$ cat src/rtl/rpdd_pkg.sv
// shared types and constants for the rotary pulse dial decoder
package rpdd_pkg;

    localparam int THR_BITS       = 10;
    localparam int TICKS_BITS     = 16;
    localparam int CFG_DATA_BITS  = 16;
    localparam int CFG_INDEX_BITS = 3;
    localparam int DIGIT_BITS     = 8;

    // configuration register indexes
    localparam logic [CFG_INDEX_BITS-1:0] REG_LEVEL_THRESHOLD     = 3'd0;
    localparam logic [CFG_INDEX_BITS-1:0] REG_DEBOUNCE_TICKS      = 3'd1;
    localparam logic [CFG_INDEX_BITS-1:0] REG_MIN_PULSE_TICKS     = 3'd2;
    localparam logic [CFG_INDEX_BITS-1:0] REG_MAX_PULSE_TICKS     = 3'd3;
    localparam logic [CFG_INDEX_BITS-1:0] REG_DIGIT_TIMEOUT_TICKS = 3'd4;
    localparam logic [CFG_INDEX_BITS-1:0] REG_HANG_UP_TICKS       = 3'd5;

    // reset values of the configuration registers
    localparam logic [THR_BITS-1:0]   RST_LEVEL_THRESHOLD     = 10'd310;
    localparam logic [TICKS_BITS-1:0] RST_DEBOUNCE_TICKS      = 16'd20;
    localparam logic [TICKS_BITS-1:0] RST_MIN_PULSE_TICKS     = 16'd40;
    localparam logic [TICKS_BITS-1:0] RST_MAX_PULSE_TICKS     = 16'd100;
    localparam logic [TICKS_BITS-1:0] RST_DIGIT_TIMEOUT_TICKS = 16'd300;
    localparam logic [TICKS_BITS-1:0] RST_HANG_UP_TICKS       = 16'd300;

    typedef enum logic [1:0] {
        ST_ON_HOOK,
        ST_AWAIT,
        ST_DIALING,
        ST_CAPTURED
    } dial_state_t;

    typedef struct packed {
        logic [THR_BITS-1:0]   level_threshold;
        logic [TICKS_BITS-1:0] debounce_ticks;
        logic [TICKS_BITS-1:0] min_pulse_ticks;
        logic [TICKS_BITS-1:0] max_pulse_ticks;
        logic [TICKS_BITS-1:0] digit_timeout_ticks;
        logic [TICKS_BITS-1:0] hang_up_ticks;
    } rpdd_cfg_t;

    typedef struct packed {
        dial_state_t           phone_state;
        logic                  line_high;
        logic                  dial_tone_on;
        logic                  digit_ready;
        logic [DIGIT_BITS-1:0] digit;
    } rpdd_result_t;

endpackage

$ cat src/rtl/rotary_pulse_dial_decoder_unit.sv
// Rotary pulse dial decoder: one line sample per tick in, one status item out per sample.
// An item enters the input register, is decoded in a single pass against the stored line
// state and leaves through the result register, so the block takes one item every cycle
// while the result register is free or being emptied. That rate is set by the path from
// the input register through the decoder compares to the state and result registers.
// Configuration registers take effect on the next item and come up with their reset
// values; there is no clearing pass after reset.
module rotary_pulse_dial_decoder_unit #(
    parameter int TIME_BITS   = 32,
    parameter int SAMPLE_BITS = 10
) (
    input  logic                                clk,
    input  logic                                rst_n,
    input  logic                                in_valid,
    output logic                                in_stall,
    input  logic [SAMPLE_BITS-1:0]              line_sample,
    output logic                                out_valid,
    input  logic                                out_stall,
    output logic [1:0]                          phone_state,
    output logic                                line_high,
    output logic                                dial_tone_on,
    output logic                                digit_ready,
    output logic [rpdd_pkg::DIGIT_BITS-1:0]     digit,
    input  logic                                cfg_write,
    input  logic [rpdd_pkg::CFG_INDEX_BITS-1:0] cfg_index,
    input  logic [rpdd_pkg::CFG_DATA_BITS-1:0]  cfg_data
);
    import rpdd_pkg::*;

    rpdd_cfg_t              cfg_reg;
    logic                   in_valid_reg;
    logic [SAMPLE_BITS-1:0] sample_reg;
    logic                   out_valid_reg;
    rpdd_result_t           out_reg;
    rpdd_result_t           result;
    logic                   advance;

    // decode when the result register is free or being emptied
    assign advance  = in_valid_reg && (!out_valid_reg || !out_stall);
    assign in_stall = in_valid_reg && !advance;

    always_ff @(posedge clk or negedge rst_n)
    begin
        if (!rst_n)
        begin
            cfg_reg.level_threshold     <= RST_LEVEL_THRESHOLD;
            cfg_reg.debounce_ticks      <= RST_DEBOUNCE_TICKS;
            cfg_reg.min_pulse_ticks     <= RST_MIN_PULSE_TICKS;
            cfg_reg.max_pulse_ticks     <= RST_MAX_PULSE_TICKS;
            cfg_reg.digit_timeout_ticks <= RST_DIGIT_TIMEOUT_TICKS;
            cfg_reg.hang_up_ticks       <= RST_HANG_UP_TICKS;
        end
        else if (cfg_write)
        begin
            unique case (cfg_index)
                REG_LEVEL_THRESHOLD:     cfg_reg.level_threshold <= cfg_data[THR_BITS-1:0];
                REG_DEBOUNCE_TICKS:      cfg_reg.debounce_ticks <= cfg_data;
                REG_MIN_PULSE_TICKS:     cfg_reg.min_pulse_ticks <= cfg_data;
                REG_MAX_PULSE_TICKS:     cfg_reg.max_pulse_ticks <= cfg_data;
                REG_DIGIT_TIMEOUT_TICKS: cfg_reg.digit_timeout_ticks <= cfg_data;
                REG_HANG_UP_TICKS:       cfg_reg.hang_up_ticks <= cfg_data;
                default:
                begin
                end
            endcase
        end
    end

    always_ff @(posedge clk or negedge rst_n)
    begin
        if (!rst_n)
        begin
            in_valid_reg  <= 1'b0;
            out_valid_reg <= 1'b0;
        end
        else
        begin
            if (!in_stall)
            begin
                in_valid_reg <= in_valid;
            end
            if (advance)
            begin
                out_valid_reg <= 1'b1;
            end
            else if (!out_stall)
            begin
                out_valid_reg <= 1'b0;
            end
        end
    end

    always_ff @(posedge clk)
    begin
        if (in_valid && !in_stall)
        begin
            sample_reg <= line_sample;
        end
        if (advance)
        begin
            out_reg <= result;
        end
    end

    rpdd_engine #(
        .TIME_BITS   (TIME_BITS),
        .SAMPLE_BITS (SAMPLE_BITS)
    ) u_engine (
        .clk    (clk),
        .rst_n  (rst_n),
        .step   (advance),
        .sample (sample_reg),
        .cfg    (cfg_reg),
        .result (result)
    );

    assign out_valid    = out_valid_reg;
    assign phone_state  = out_reg.phone_state;
    assign line_high    = out_reg.line_high;
    assign dial_tone_on = out_reg.dial_tone_on;
    assign digit_ready  = out_reg.digit_ready;
    assign digit        = out_reg.digit;

`ifndef NO_ASSERTIONS
    // a captured digit always lands in the captured state
    a_ready_state: assert property (@(posedge clk) disable iff (!rst_n)
        out_valid && digit_ready |-> phone_state == ST_CAPTURED)
        else $error("digit ready outside captured state");

    // a captured digit never carries a zero count
    a_ready_digit: assert property (@(posedge clk) disable iff (!rst_n)
        out_valid && digit_ready |-> digit != '0)
        else $error("digit ready with zero pulse count");

    // capture only happens from dialing, never with dial tone
    a_ready_tone: assert property (@(posedge clk) disable iff (!rst_n)
        out_valid && digit_ready |-> !dial_tone_on)
        else $error("digit ready while dial tone on");

    // the input side only holds off while a decoded item is waiting
    a_stall_cause: assert property (@(posedge clk) disable iff (!rst_n)
        in_stall |-> out_valid && out_stall)
        else $error("input stalled with result register free");
`endif

endmodule

$ cat src/rtl/rpdd_engine.sv
// per-item decode: level tracking, debounce, hang-up and dial state machine
module rpdd_engine #(
    parameter int TIME_BITS   = 32,
    parameter int SAMPLE_BITS = 10
) (
    input  logic                     clk,
    input  logic                     rst_n,
    input  logic                     step,
    input  logic [SAMPLE_BITS-1:0]   sample,
    input  rpdd_pkg::rpdd_cfg_t      cfg,
    output rpdd_pkg::rpdd_result_t   result
);
    import rpdd_pkg::*;

    localparam int CMP_BITS = (SAMPLE_BITS > THR_BITS) ? SAMPLE_BITS : THR_BITS;

    logic [TIME_BITS-1:0]  tick_reg, tick_next;
    logic                  raw_reg, raw_next;
    logic                  deb_reg, deb_next;
    logic                  taken_reg, taken_next;
    logic [TIME_BITS-1:0]  rise_reg, rise_next;
    logic [TIME_BITS-1:0]  fall_reg, fall_next;
    dial_state_t           state_reg, state_next;
    logic [DIGIT_BITS-1:0] count_reg, count_next;

    logic [CMP_BITS-1:0]   sample_ext;
    logic [CMP_BITS-1:0]   thr_ext;
    logic [TIME_BITS-1:0]  since_rise;
    logic [TIME_BITS-1:0]  since_fall;
    logic [TIME_BITS-1:0]  pulse_width;
    logic                  hang_up;
    dial_state_t           acted;
    logic                  pulse_ok;
    logic                  ready;

    assign sample_ext = CMP_BITS'(sample);
    assign thr_ext    = CMP_BITS'(cfg.level_threshold);

    // raw edge stamps, debounce, hang-up and pulse width check
    always_comb
    begin
        raw_next  = raw_reg;
        rise_next = rise_reg;
        fall_next = fall_reg;
        if (sample_ext > thr_ext && !raw_reg)
        begin
            raw_next  = 1'b1;
            rise_next = tick_reg;
        end
        if (sample_ext < thr_ext && raw_reg)
        begin
            raw_next  = 1'b0;
            fall_next = tick_reg;
        end
        since_rise  = tick_reg - rise_next;
        since_fall  = tick_reg - fall_next;
        pulse_width = fall_next - rise_next;
        deb_next = deb_reg;
        if (raw_next && since_rise > TIME_BITS'(cfg.debounce_ticks))
        begin
            deb_next = 1'b1;
        end
        if (!raw_next && since_fall > TIME_BITS'(cfg.debounce_ticks))
        begin
            deb_next = 1'b0;
        end
        hang_up  = deb_next && since_rise > TIME_BITS'(cfg.hang_up_ticks);
        acted    = hang_up ? ST_ON_HOOK : state_reg;
        pulse_ok = pulse_width >= TIME_BITS'(cfg.min_pulse_ticks)
                && pulse_width <= TIME_BITS'(cfg.max_pulse_ticks);
    end

    // pulse counting and capture flag
    always_comb
    begin
        taken_next = taken_reg;
        count_next = count_reg;
        ready      = 1'b0;
        unique case (acted)
            ST_AWAIT:
            begin
                count_next = '0;
            end
            ST_DIALING:
            begin
                if (deb_next)
                begin
                    taken_next = 1'b0;
                end
                if (!taken_next && !deb_next && pulse_ok)
                begin
                    taken_next = 1'b1;
                    count_next = count_reg + DIGIT_BITS'(1);
                end
                ready = since_fall >= TIME_BITS'(cfg.digit_timeout_ticks)
                     && count_next != '0;
            end
            ST_ON_HOOK, ST_CAPTURED:
            begin
            end
        endcase
    end

    // next state
    always_comb
    begin
        state_next = acted;
        unique case (acted)
            ST_ON_HOOK:
            begin
                if (!deb_next)
                begin
                    state_next = ST_AWAIT;
                end
            end
            ST_AWAIT:
            begin
                if (deb_next)
                begin
                    state_next = ST_DIALING;
                end
            end
            ST_DIALING:
            begin
                if (ready)
                begin
                    state_next = ST_CAPTURED;
                end
            end
            ST_CAPTURED:
            begin
            end
        endcase
    end

    assign tick_next = tick_reg + TIME_BITS'(1);

    // result of this item
    always_comb
    begin
        result.phone_state  = state_next;
        result.line_high    = deb_next;
        result.dial_tone_on = (acted == ST_ON_HOOK) || (acted == ST_AWAIT);
        result.digit_ready  = ready;
        result.digit        = count_next;
    end

    always_ff @(posedge clk or negedge rst_n)
    begin
        if (!rst_n)
        begin
            tick_reg  <= '0;
            raw_reg   <= 1'b0;
            deb_reg   <= 1'b0;
            taken_reg <= 1'b0;
            rise_reg  <= '0;
            fall_reg  <= '0;
            state_reg <= ST_ON_HOOK;
            count_reg <= '0;
        end
        else if (step)
        begin
            tick_reg  <= tick_next;
            raw_reg   <= raw_next;
            deb_reg   <= deb_next;
            taken_reg <= taken_next;
            rise_reg  <= rise_next;
            fall_reg  <= fall_next;
            state_reg <= state_next;
            count_reg <= count_next;
        end
    end

endmodule

$ cat config.mk
export PLATFORM = sky130hd
export DESIGN_NAME = rotary_pulse_dial_decoder_unit
export DESIGN_NICKNAME = d
export VERILOG_FILES = /design/src/rtl/rpdd_pkg.sv /design/src/rtl/rotary_pulse_dial_decoder_unit.sv /design/src/rtl/rpdd_engine.sv
export SDC_FILE = /design/constraint.sdc
export NUM_CORES = 1
export LEC_CHECK = 0
export BUFFER_PORTS_ARGS = -buffer_cell sky130_fd_sc_hd__buf_2
export CAP_MARGIN = 20
export CORE_ASPECT_RATIO = 1.5
export CORE_MARGIN = 4
export CORE_UTILIZATION = 45
export DETAILED_ROUTE_END_ITERATION = 12
export GPL_TIMING_DRIVEN = 0
export HOLD_SLACK_MARGIN = 0.06
export PLACE_DENSITY_LB_ADDON = 0.12
export SYNTH_ARGS = -nofsm -noshare
export SYNTH_HDL_FRONTEND = slang
export SYNTH_SLANG_ARGS = --single-unit
$ cat constraint.sdc
create_clock -name clk -period 11.8 [get_ports clk]
set_input_delay 1.77 -clock clk [delete_from_list [all_inputs] [get_ports clk]]
set_output_delay 1.77 -clock clk [all_outputs]
set_load 0.01 [all_outputs]
==> summary.txt, run 1 <==
Status
  – Status: completed

Synthesis
  – Synth Area in XOR/XNOR: 0.04868
  – Synth Area in Adders: 0.1488
  – Post-Synth Simple-Gate Area: 0.1649
  – Netlist area before placement: 17810 um^2
  – Post-synthesis mux area share: 0.06350
  – Synth Flop Type: dfrtp_1
  – Synthesis warning total: 0
  – Yosys reg bits: 224
  – EDFF count, synth: 23
  – Fraction of registers with async set or reset after synthesis: 0.8973
  – Distinct cell type count after synthesis: 99
  – Post-Syn Nets: between 2000 and 2500
  – Synth Area in Compound Gates: 0.1986
  – Mean Syn Cell Area: 8.753 um^2
  – Largest family of logic cells by synthesized area: compound AO/OA/AOI/OAI gates
  – Post-Syn Instances: 2035
  – Post-synthesis sequential area ratio: 0.3225

Routing
  – Initial drt markers: 1026
  – Final wirelength: approximately 56000 um
  – Number of remaining DRC errors: 0
  – Drt first pass iters: 5
  – Vias: 15498
  – Routed len/inst: 21.39 um
  – Post-DRT Antenna Nets: 0
  – DR vias/cell: approximately 5.9

Placed design
  – Pre-CTS setup slack: around 1.8 ns
  – Post-DP Area: roughly 19000 um^2
  – Placed cell count: 2586
  – Gpl congestion: a little over 0.9
  – Port Buffer Count: 46
  – Dpl hpwl: 45830 um

Die
  – Die H: 251.7 um
  – Die width: 170.5 um
  – Area of the die: 42900 um^2
  – Effective utilization at floorplan: 0.4544
  – Row count: roughly 90
  – Core footprint: 39200 um^2
  – I/O pin total: just under 50

Setup path
  – Worst r2r path cells: 38
  – Slowest library cell on the worst path: clkbuf_1
  – Crit Path Category: flip-flop to flip-flop
  – Startpoint Class: flip-flop
  – CP max FO: 10
  – Worst reg2reg setup slack: 1.73 ns
  – Crit. End Element: flip-flop
  – Critical R2R Launch: cfg_reg[84]$_DFFE_PN1P_
  – Worst Path Required: 12.20 ns
  – Crit path arrival time: 10.47 ns
  – CP peak stage delay: 0.75 ns
  – CP Launch Point: cfg_reg[84]$_DFFE_PN1P_

Global route
  – GRT Overall Usage: 0.2583
  – GR Overflow Total: 0
  – Largest net degree at the start of global routing: 98
  – Initial antenna violation count: 0
  – Vias in the first global route: 15357
  – First-pass GRT wire length: around 87000 um

Clock tree
  – Hold Buf Count CTS: 0
  – Clk sinks: 224
  – CTS tree: done
  – TritonCTS Buffers: 25
  – Setup bufs post-CTS: 0
  – Post-CTS Resized: 0
  – H-tree Lvls: 1
  – Root buffer cell: clkbuf_16
  – Worst-case clock buffer depth: 3
  – Clock slew at reported path FFs: 0.06 ns
  – Skew-Pair Late Insertion Delay: 0.56 ns

STA
  – Hold Violations, Final: 0
  – Worst Clk Skew: ~0.027 ns
  – Max Clock Freq: 99.33 MHz
  – Fin Setup TNS: 0 ns
  – Min setup slack post-route: 1.733 ns
  – RSZ-0062 raised after global routing: no
  – Fin. max-slew vios: 0
  – Worst-Margin Slew: 1.127 ns
  – Tightest slew margin relative to the limit: 0.2486
  – Endpoints failing setup: 0
  – Fin crit share: 0.8532
  – Final Critical Period: 10.07 ns
  – Final Hold Slack: 0.4772 ns

Finish
  – Max FFs per register: 90
  – Reg area: 5746 um^2
  – Area Overhead vs Synth: 9.777%
  – Final instance area: about 20000 um^2
  – Post-Layout Cell Count: about 2600
  – Nets@finish: 2358
  – Layout cells sized above 1: 0.09752
  – Filler cells: roughly 3800
  – Area occupied by multi-input gates: 11120 um^2
  – Layout Utilization: 0.4989
  – ANT cells: 0

Min path
  – Hold Crit Start: u_engine.fall_reg[23]$_DFFE_PN0P_
  – Hold Crit Class: flip-flop to flip-flop
  – Worst Hold Depth: 2

Power
  – Total chip power: 5.148 mW
  – Worst vdd ir: approximately 170 uV
  – Static leakage: about 9.4 nW
  – Power per cell area: 263.3 nW/um^2

Flow run
  – Maxcap violations: 0
-- cell usage after synthesis (8+ instances only) --
cell | count | share of area
mux2_2 | 40 | 0.025
dfstp_2 | 20 | 0.030
ha_1 | 207 | 0.15
or3_1 | 9 | 0.0032
nand2b_1 | 18 | 0.0063
nand3_1 | 46 | 0.013
xor2_1 | 37 | 0.018
inv_1 | 152 | 0.032
and3_1 | 21 | 0.0074
nand4_1 | 47 | 0.017
o211ai_1 | 15 | 0.0063
a21oi_1 | 121 | 0.034
o31ai_1 | 13 | 0.0055
or2_2 | 8 | 0.0028
nor4_1 | 9 | 0.0032
o21a_1 | 24 | 0.010
nand2_1 | 238 | 0.050
dfrtp_1 | 181 | 0.25
o2111ai_1 | 12 | 0.0059
nor3_1 | 33 | 0.0093
nor2_1 | 95 | 0.020
o21bai_1 | 15 | 0.0063
edfxtp_1 | 23 | 0.039
a21o_1 | 33 | 0.014
a211oi_1 | 18 | 0.0076
a31oi_1 | 18 | 0.0063
mux2i_1 | 68 | 0.038
xnor2_1 | 62 | 0.030
o21ai_1 | 16 | 0.0045
and2_1 | 9 | 0.0032
clkbuf_1 | 55 | 0.012
nor2b_1 | 23 | 0.0081
o21ai_0 | 208 | 0.058
-- area by class of cell --
class / instances / area share
clock inverters: 6 / 0.001983
clock buffers: 40 / 0.03845
inverters: 153 / 0.02937
well taps: 500 / 0.03199
repair buffers: 52 / 0.01664
plain buffers: 74 / 0.01900
multi-input cells: 1584 / 0.5687
flip-flops and latches: 224 / 0.2938
-- cells in the final DEF, fill, tap and decap left out, types with 8 or more instances in the layout --
master	Yosys	routed
nand2_1	238	238
o21ai_0	208	208
ha_1	207	207
dfrtp_1	181	181
inv_1	152	152
a21oi_1	121	121
nor2_1	95	95
mux2i_1	68	68
clkbuf_1	55	63
xnor2_1	62	62
buf_2	7	55
nand4_1	47	47
nand3_1	46	46
mux2_2	40	40
xor2_1	37	37
a21o_1	33	33
nor3_1	33	33
clkbuf_16	0	25
o21a_1	24	24
nor2b_1	23	23
edfxtp_1	23	23
and3_1	21	21
dfstp_2	20	20
a31oi_1	18	18
nand2b_1	18	18
a211oi_1	18	18
o21ai_1	16	16
o21bai_1	15	15
o211ai_1	15	15
o31ai_1	13	13
o2111ai_1	12	12
clkbuf_8	4	11
and2_1	9	9
or3_1	9	9
nor4_1	9	9
or2_2	8	8
-- logic make-up after synthesis --
family	Yosys count
fa+ha+maj	210
flops	224
buf+inv	227
simple gates	599
compound gates	568
xor+xnor	99
mux	108
-- final timing paths --
kind,end
max,phone_state[0]$_DFFE_PP_
min reg2reg,u_engine.fall_reg[23]$_DFFE_PN0P_
min in group asynchronous,cfg_reg[59]$_DFFE_PN0P_
min,u_engine.fall_reg[23]$_DFFE_PN0P_
max in group asynchronous,cfg_reg[8]$_DFFE_PN1P_
max reg2reg,phone_state[0]$_DFFE_PP_
-- power breakdown --
part	leakage, nW	internal (mW)	total (mW)	switching, mW
Combinational	6.25	1.37	3.40	2.03
Clock	0.393	0.436	0.768	0.332
Sequential	2.79	0.904	0.977	0.0724
Total	9.43	2.71	5.15	2.44
-- critical path: cells and delay by family, from the launching register on --
family          cells  cell delay (ns)
buf+inv             7             1.82
flops               1             0.51
mux                 2             0.72
compound gates     12             2.72
xor+xnor            1             0.48
simple gates       12             2.55
fa+ha+maj           4             1.09
-- metal layers --
| layer | up-vias | track usage | part of all wire |
|---|---|---|---|
| met3 | 150 | 0.02210 | 0.032 |
| met2 | 374 | 0.4653 | 0.51 |
| met4 | 0 | 0.1719 | 0.083 |
| met1 | 7478 | 0.2862 | 0.38 |
| met5 | - | 0 | 0 |
| li1 | 7496 | - | - |
(Power assumes the default switching activity.)
==> inputs of run 2 (changes only) <==
--- a/config.mk
+++ b/config.mk
@@ -14,6 +14,7 @@
 export GPL_TIMING_DRIVEN = 0
 export HOLD_SLACK_MARGIN = 0.06
 export PLACE_DENSITY_LB_ADDON = 0.12
+export REMOVE_ABC_BUFFERS = 1
 export SYNTH_ARGS = -nofsm -noshare
 export SYNTH_HDL_FRONTEND = slang
 export SYNTH_SLANG_ARGS = --single-unit
==> run 2 against run 1 <==
Net effect: maximum frequency increased by 1.7%; clock skew down 0.0030 ns; non-clock buffer count decreased by 66; die area is the same; clock power up 4.6%; largest cell class unchanged.
==> summary.txt, run 2 (synthesis results as in run 1) <==
Global route
  – Initial antenna violation count: 2 (was 0)
  – First-pass GRT wire length: 82900 um (was 86860 um)
  – GR Overflow Total: 0 (unchanged)
  – Vias in the first global route: 15150 (was 15357)
  – GRT Overall Usage: 0.2438 (was 0.2583)
  – Largest net degree at the start of global routing: 110 (was 98)

Finish
  – Reg area: 5746 um^2 (unchanged)
  – Most frequent cells in the layout: nand2_1 (237), o21ai_0 (207), ha_1 (207), dfrtp_1 (181), inv_1 (152) (was nand2_1 (238), o21ai_0 (208), ha_1 (207), dfrtp_1 (181), inv_1 (152))
  – Filler cells: 3757 (was 3802)
  – Post-Layout Cell Count: 2565 (was 2633)
  – Most common cell after layout, fill and taps aside: nand2_1 (unchanged)
  – Area occupied by multi-input gates: 11170 um^2 (was 11120 um^2)
  – Area Overhead vs Synth: 8.949% (was 9.777%)
  – ANT cells: 0 (unchanged)
  – Max FFs per register: 90 (unchanged)
  – Nets@finish: 2291 (was 2358)
  – Layout cells sized above 1: 0.1022 (was 0.09752)

Clock tree
  – Skew-Pair Late Insertion Delay: 0.56 ns (about the same)
  – Worst-case clock buffer depth: 3 (unchanged)
  – Clk sinks: 224 (unchanged)
  – Setup bufs post-CTS: 0 (unchanged)
  – Post-CTS Resized: 0 (unchanged)
  – Clock slew at reported path FFs: 0.06 ns (about the same)
  – Hold Buf Count CTS: 0 (unchanged)
  – TritonCTS Buffers: 24 (was 25)
  – H-tree Lvls: 1 (unchanged)
  – Root buffer cell: clkbuf_16 (unchanged)
  – CTS tree: done (unchanged)

Routing
  – Final wirelength: 52490 um (was 56310 um)
  – Routed len/inst: 20.47 um (was 21.39 um)
  – Initial drt markers: 1127 (was 1026)
  – Number of remaining DRC errors: 0 (unchanged)
  – Post-DRT Antenna Nets: 0 (unchanged)
  – Drt first pass iters: 5 (unchanged)
  – Vias: 15022 (was 15498)
  – DR vias/cell: 5.857 (was 5.886)

Die
  – Area of the die: 42900 um^2 (unchanged)
  – Effective utilization at floorplan: 0.4544 (unchanged)
  – I/O pin total: 49 (unchanged)
  – Row count: 89 (unchanged)
  – Die H: 251.7 um (unchanged)
  – Die width: 170.5 um (unchanged)
  – Core footprint: 39200 um^2 (unchanged)

Placed design
  – Placed cell count: 2520 (was 2586)
  – Port Buffer Count: 48 (was 46)
  – Gpl congestion: 0.9442 (was 0.9239)
  – Dpl hpwl: 42160 um (was 45830 um)

Setup path
  – Crit path arrival time: 10.28 ns (was 10.47 ns)
  – Slowest library cell on the worst path: nor3_2 (was clkbuf_1)
  – CP peak stage delay: 0.72 ns (was 0.75 ns)
  – Critical R2R Launch: cfg_reg[85]$_DFFE_PN1P_ (was cfg_reg[84]$_DFFE_PN1P_)
  – Crit. End Element: flip-flop (unchanged)
  – CP Launch Point: cfg_reg[85]$_DFFE_PN1P_ (was cfg_reg[84]$_DFFE_PN1P_)
  – Crit Path Category: flip-flop to flip-flop (unchanged)
  – Startpoint Class: flip-flop (unchanged)
  – Worst Path Required: 12.18 ns (was 12.20 ns)
  – CP max FO: 10 (unchanged)

Flow run
  – Maxcap violations: 0 (unchanged)

Power
  – Power per cell area: 271.5 nW/um^2 (was 263.3 nW/um^2)
  – Static leakage: 9.368 nW (was 9.433 nW)
  – Worst vdd ir: 206.6 uV (was 167.4 uV)

STA
  – RSZ-0062 raised after global routing: no (unchanged)
  – Endpoints failing setup: 0 (unchanged)
  – Max Clock Freq: 101.0 MHz (was 99.33 MHz)
  – Fin. max-slew vios: 0 (unchanged)
  – Final Critical Period: 9.898 ns (was 10.07 ns)
  – Worst-Margin Slew: 0.9729 ns (was 1.127 ns)
  – Fin crit share: 0.8388 (was 0.8532)
  – Tightest slew margin relative to the limit: 0.3460 (was 0.2486)
  – Final Hold Slack: 0.4799 ns (was 0.4772 ns)
  – Hold Violations, Final: 0 (unchanged)
  – Worst Clk Skew: 0.02415 ns (was 0.02713 ns)

Min path
  – Hold Crit Class: flip-flop to flip-flop (unchanged)
  – Hold Crit Start: u_engine.rise_reg[18]$_DFFE_PN0P_ (was u_engine.fall_reg[23]$_DFFE_PN0P_)

Status
  – Status: completed (unchanged)
## run 2: changes by cell type in the layout (fill, tap and decap cells not counted), moves of 3 or more
cell	change
clkinv_2	+4
buf_2	-8
clkbuf_8	-8
buf_8	+3
clkbuf_1	-61
## run 2: cell type report
cell class	count	area share
repair buffers	60	0.02340
multi-input cells	1584	0.5757
well taps	500	0.03224
clock buffers	31	0.03604
inverters	153	0.02959
flip-flops and latches	224	0.2960
clock inverters	13	0.006963
## run 2: metal layers
metal | track usage | part of all wire | vias to the layer above
li1 | - | - | 7374
met1 | 0.2684 | 0.38 | 7153
met2 | 0.4514 | 0.52 | 347
met3 | 0.03009 | 0.036 | 144
met4 | 0.1283 | 0.062 | 4
met5 | 0 | 0.00042 | -
## run 2: metrics by stage
stage	util	instance area [um^2]	worst slack, ns	total power, mW	setup TNS, ns
floorplan	-	17440	1.706	3.394	0
global placement	0.4671	18310	-3.443	4.398	-64.59
detailed placement	0.4731	18550	1.974	4.451	0
CTS	0.4944	19380	1.953	5.277	0
global route	0.4951	19410	1.486	5.712	0
finish	0.4951	19410	1.902	5.268	0
## run 2: final timing paths
| kind | cells past startpoint | slack [ns] | to |
|---|---|---|---|
| max | 36 | 1.90 | phone_state[0]$_DFFE_PP_ |
| min | 2 | 0.48 | u_engine.rise_reg[18]$_DFFE_PN0P_ |
| max reg2reg | 36 | 1.90 | phone_state[0]$_DFFE_PP_ |
| min reg2reg | 2 | 0.48 | u_engine.rise_reg[18]$_DFFE_PN0P_ |
| max in group asynchronous | 2 | 9.48 | u_engine.rise_reg[29]$_DFFE_PN0P_ |
| min in group asynchronous | 1 | 1.30 | cfg_reg[46]$_DFFE_PN0P_ |
## run 2: worst max-delay path, delay by kind of cell (launching register included)
kind	cells	cell delay [ns]
compound gates	12	2.72
xor+xnor	1	0.29
fa+ha+maj	4	1.44
buf+inv	5	0.82
flops	1	0.51
mux	2	0.71
simple gates	12	3.22
## run 2: power breakdown
group          switching (mW)  leakage (nW)  internal [mW]
registers              0.0711          2.79          0.904
logic                    2.11          6.17           1.38
clock network           0.338         0.411          0.465
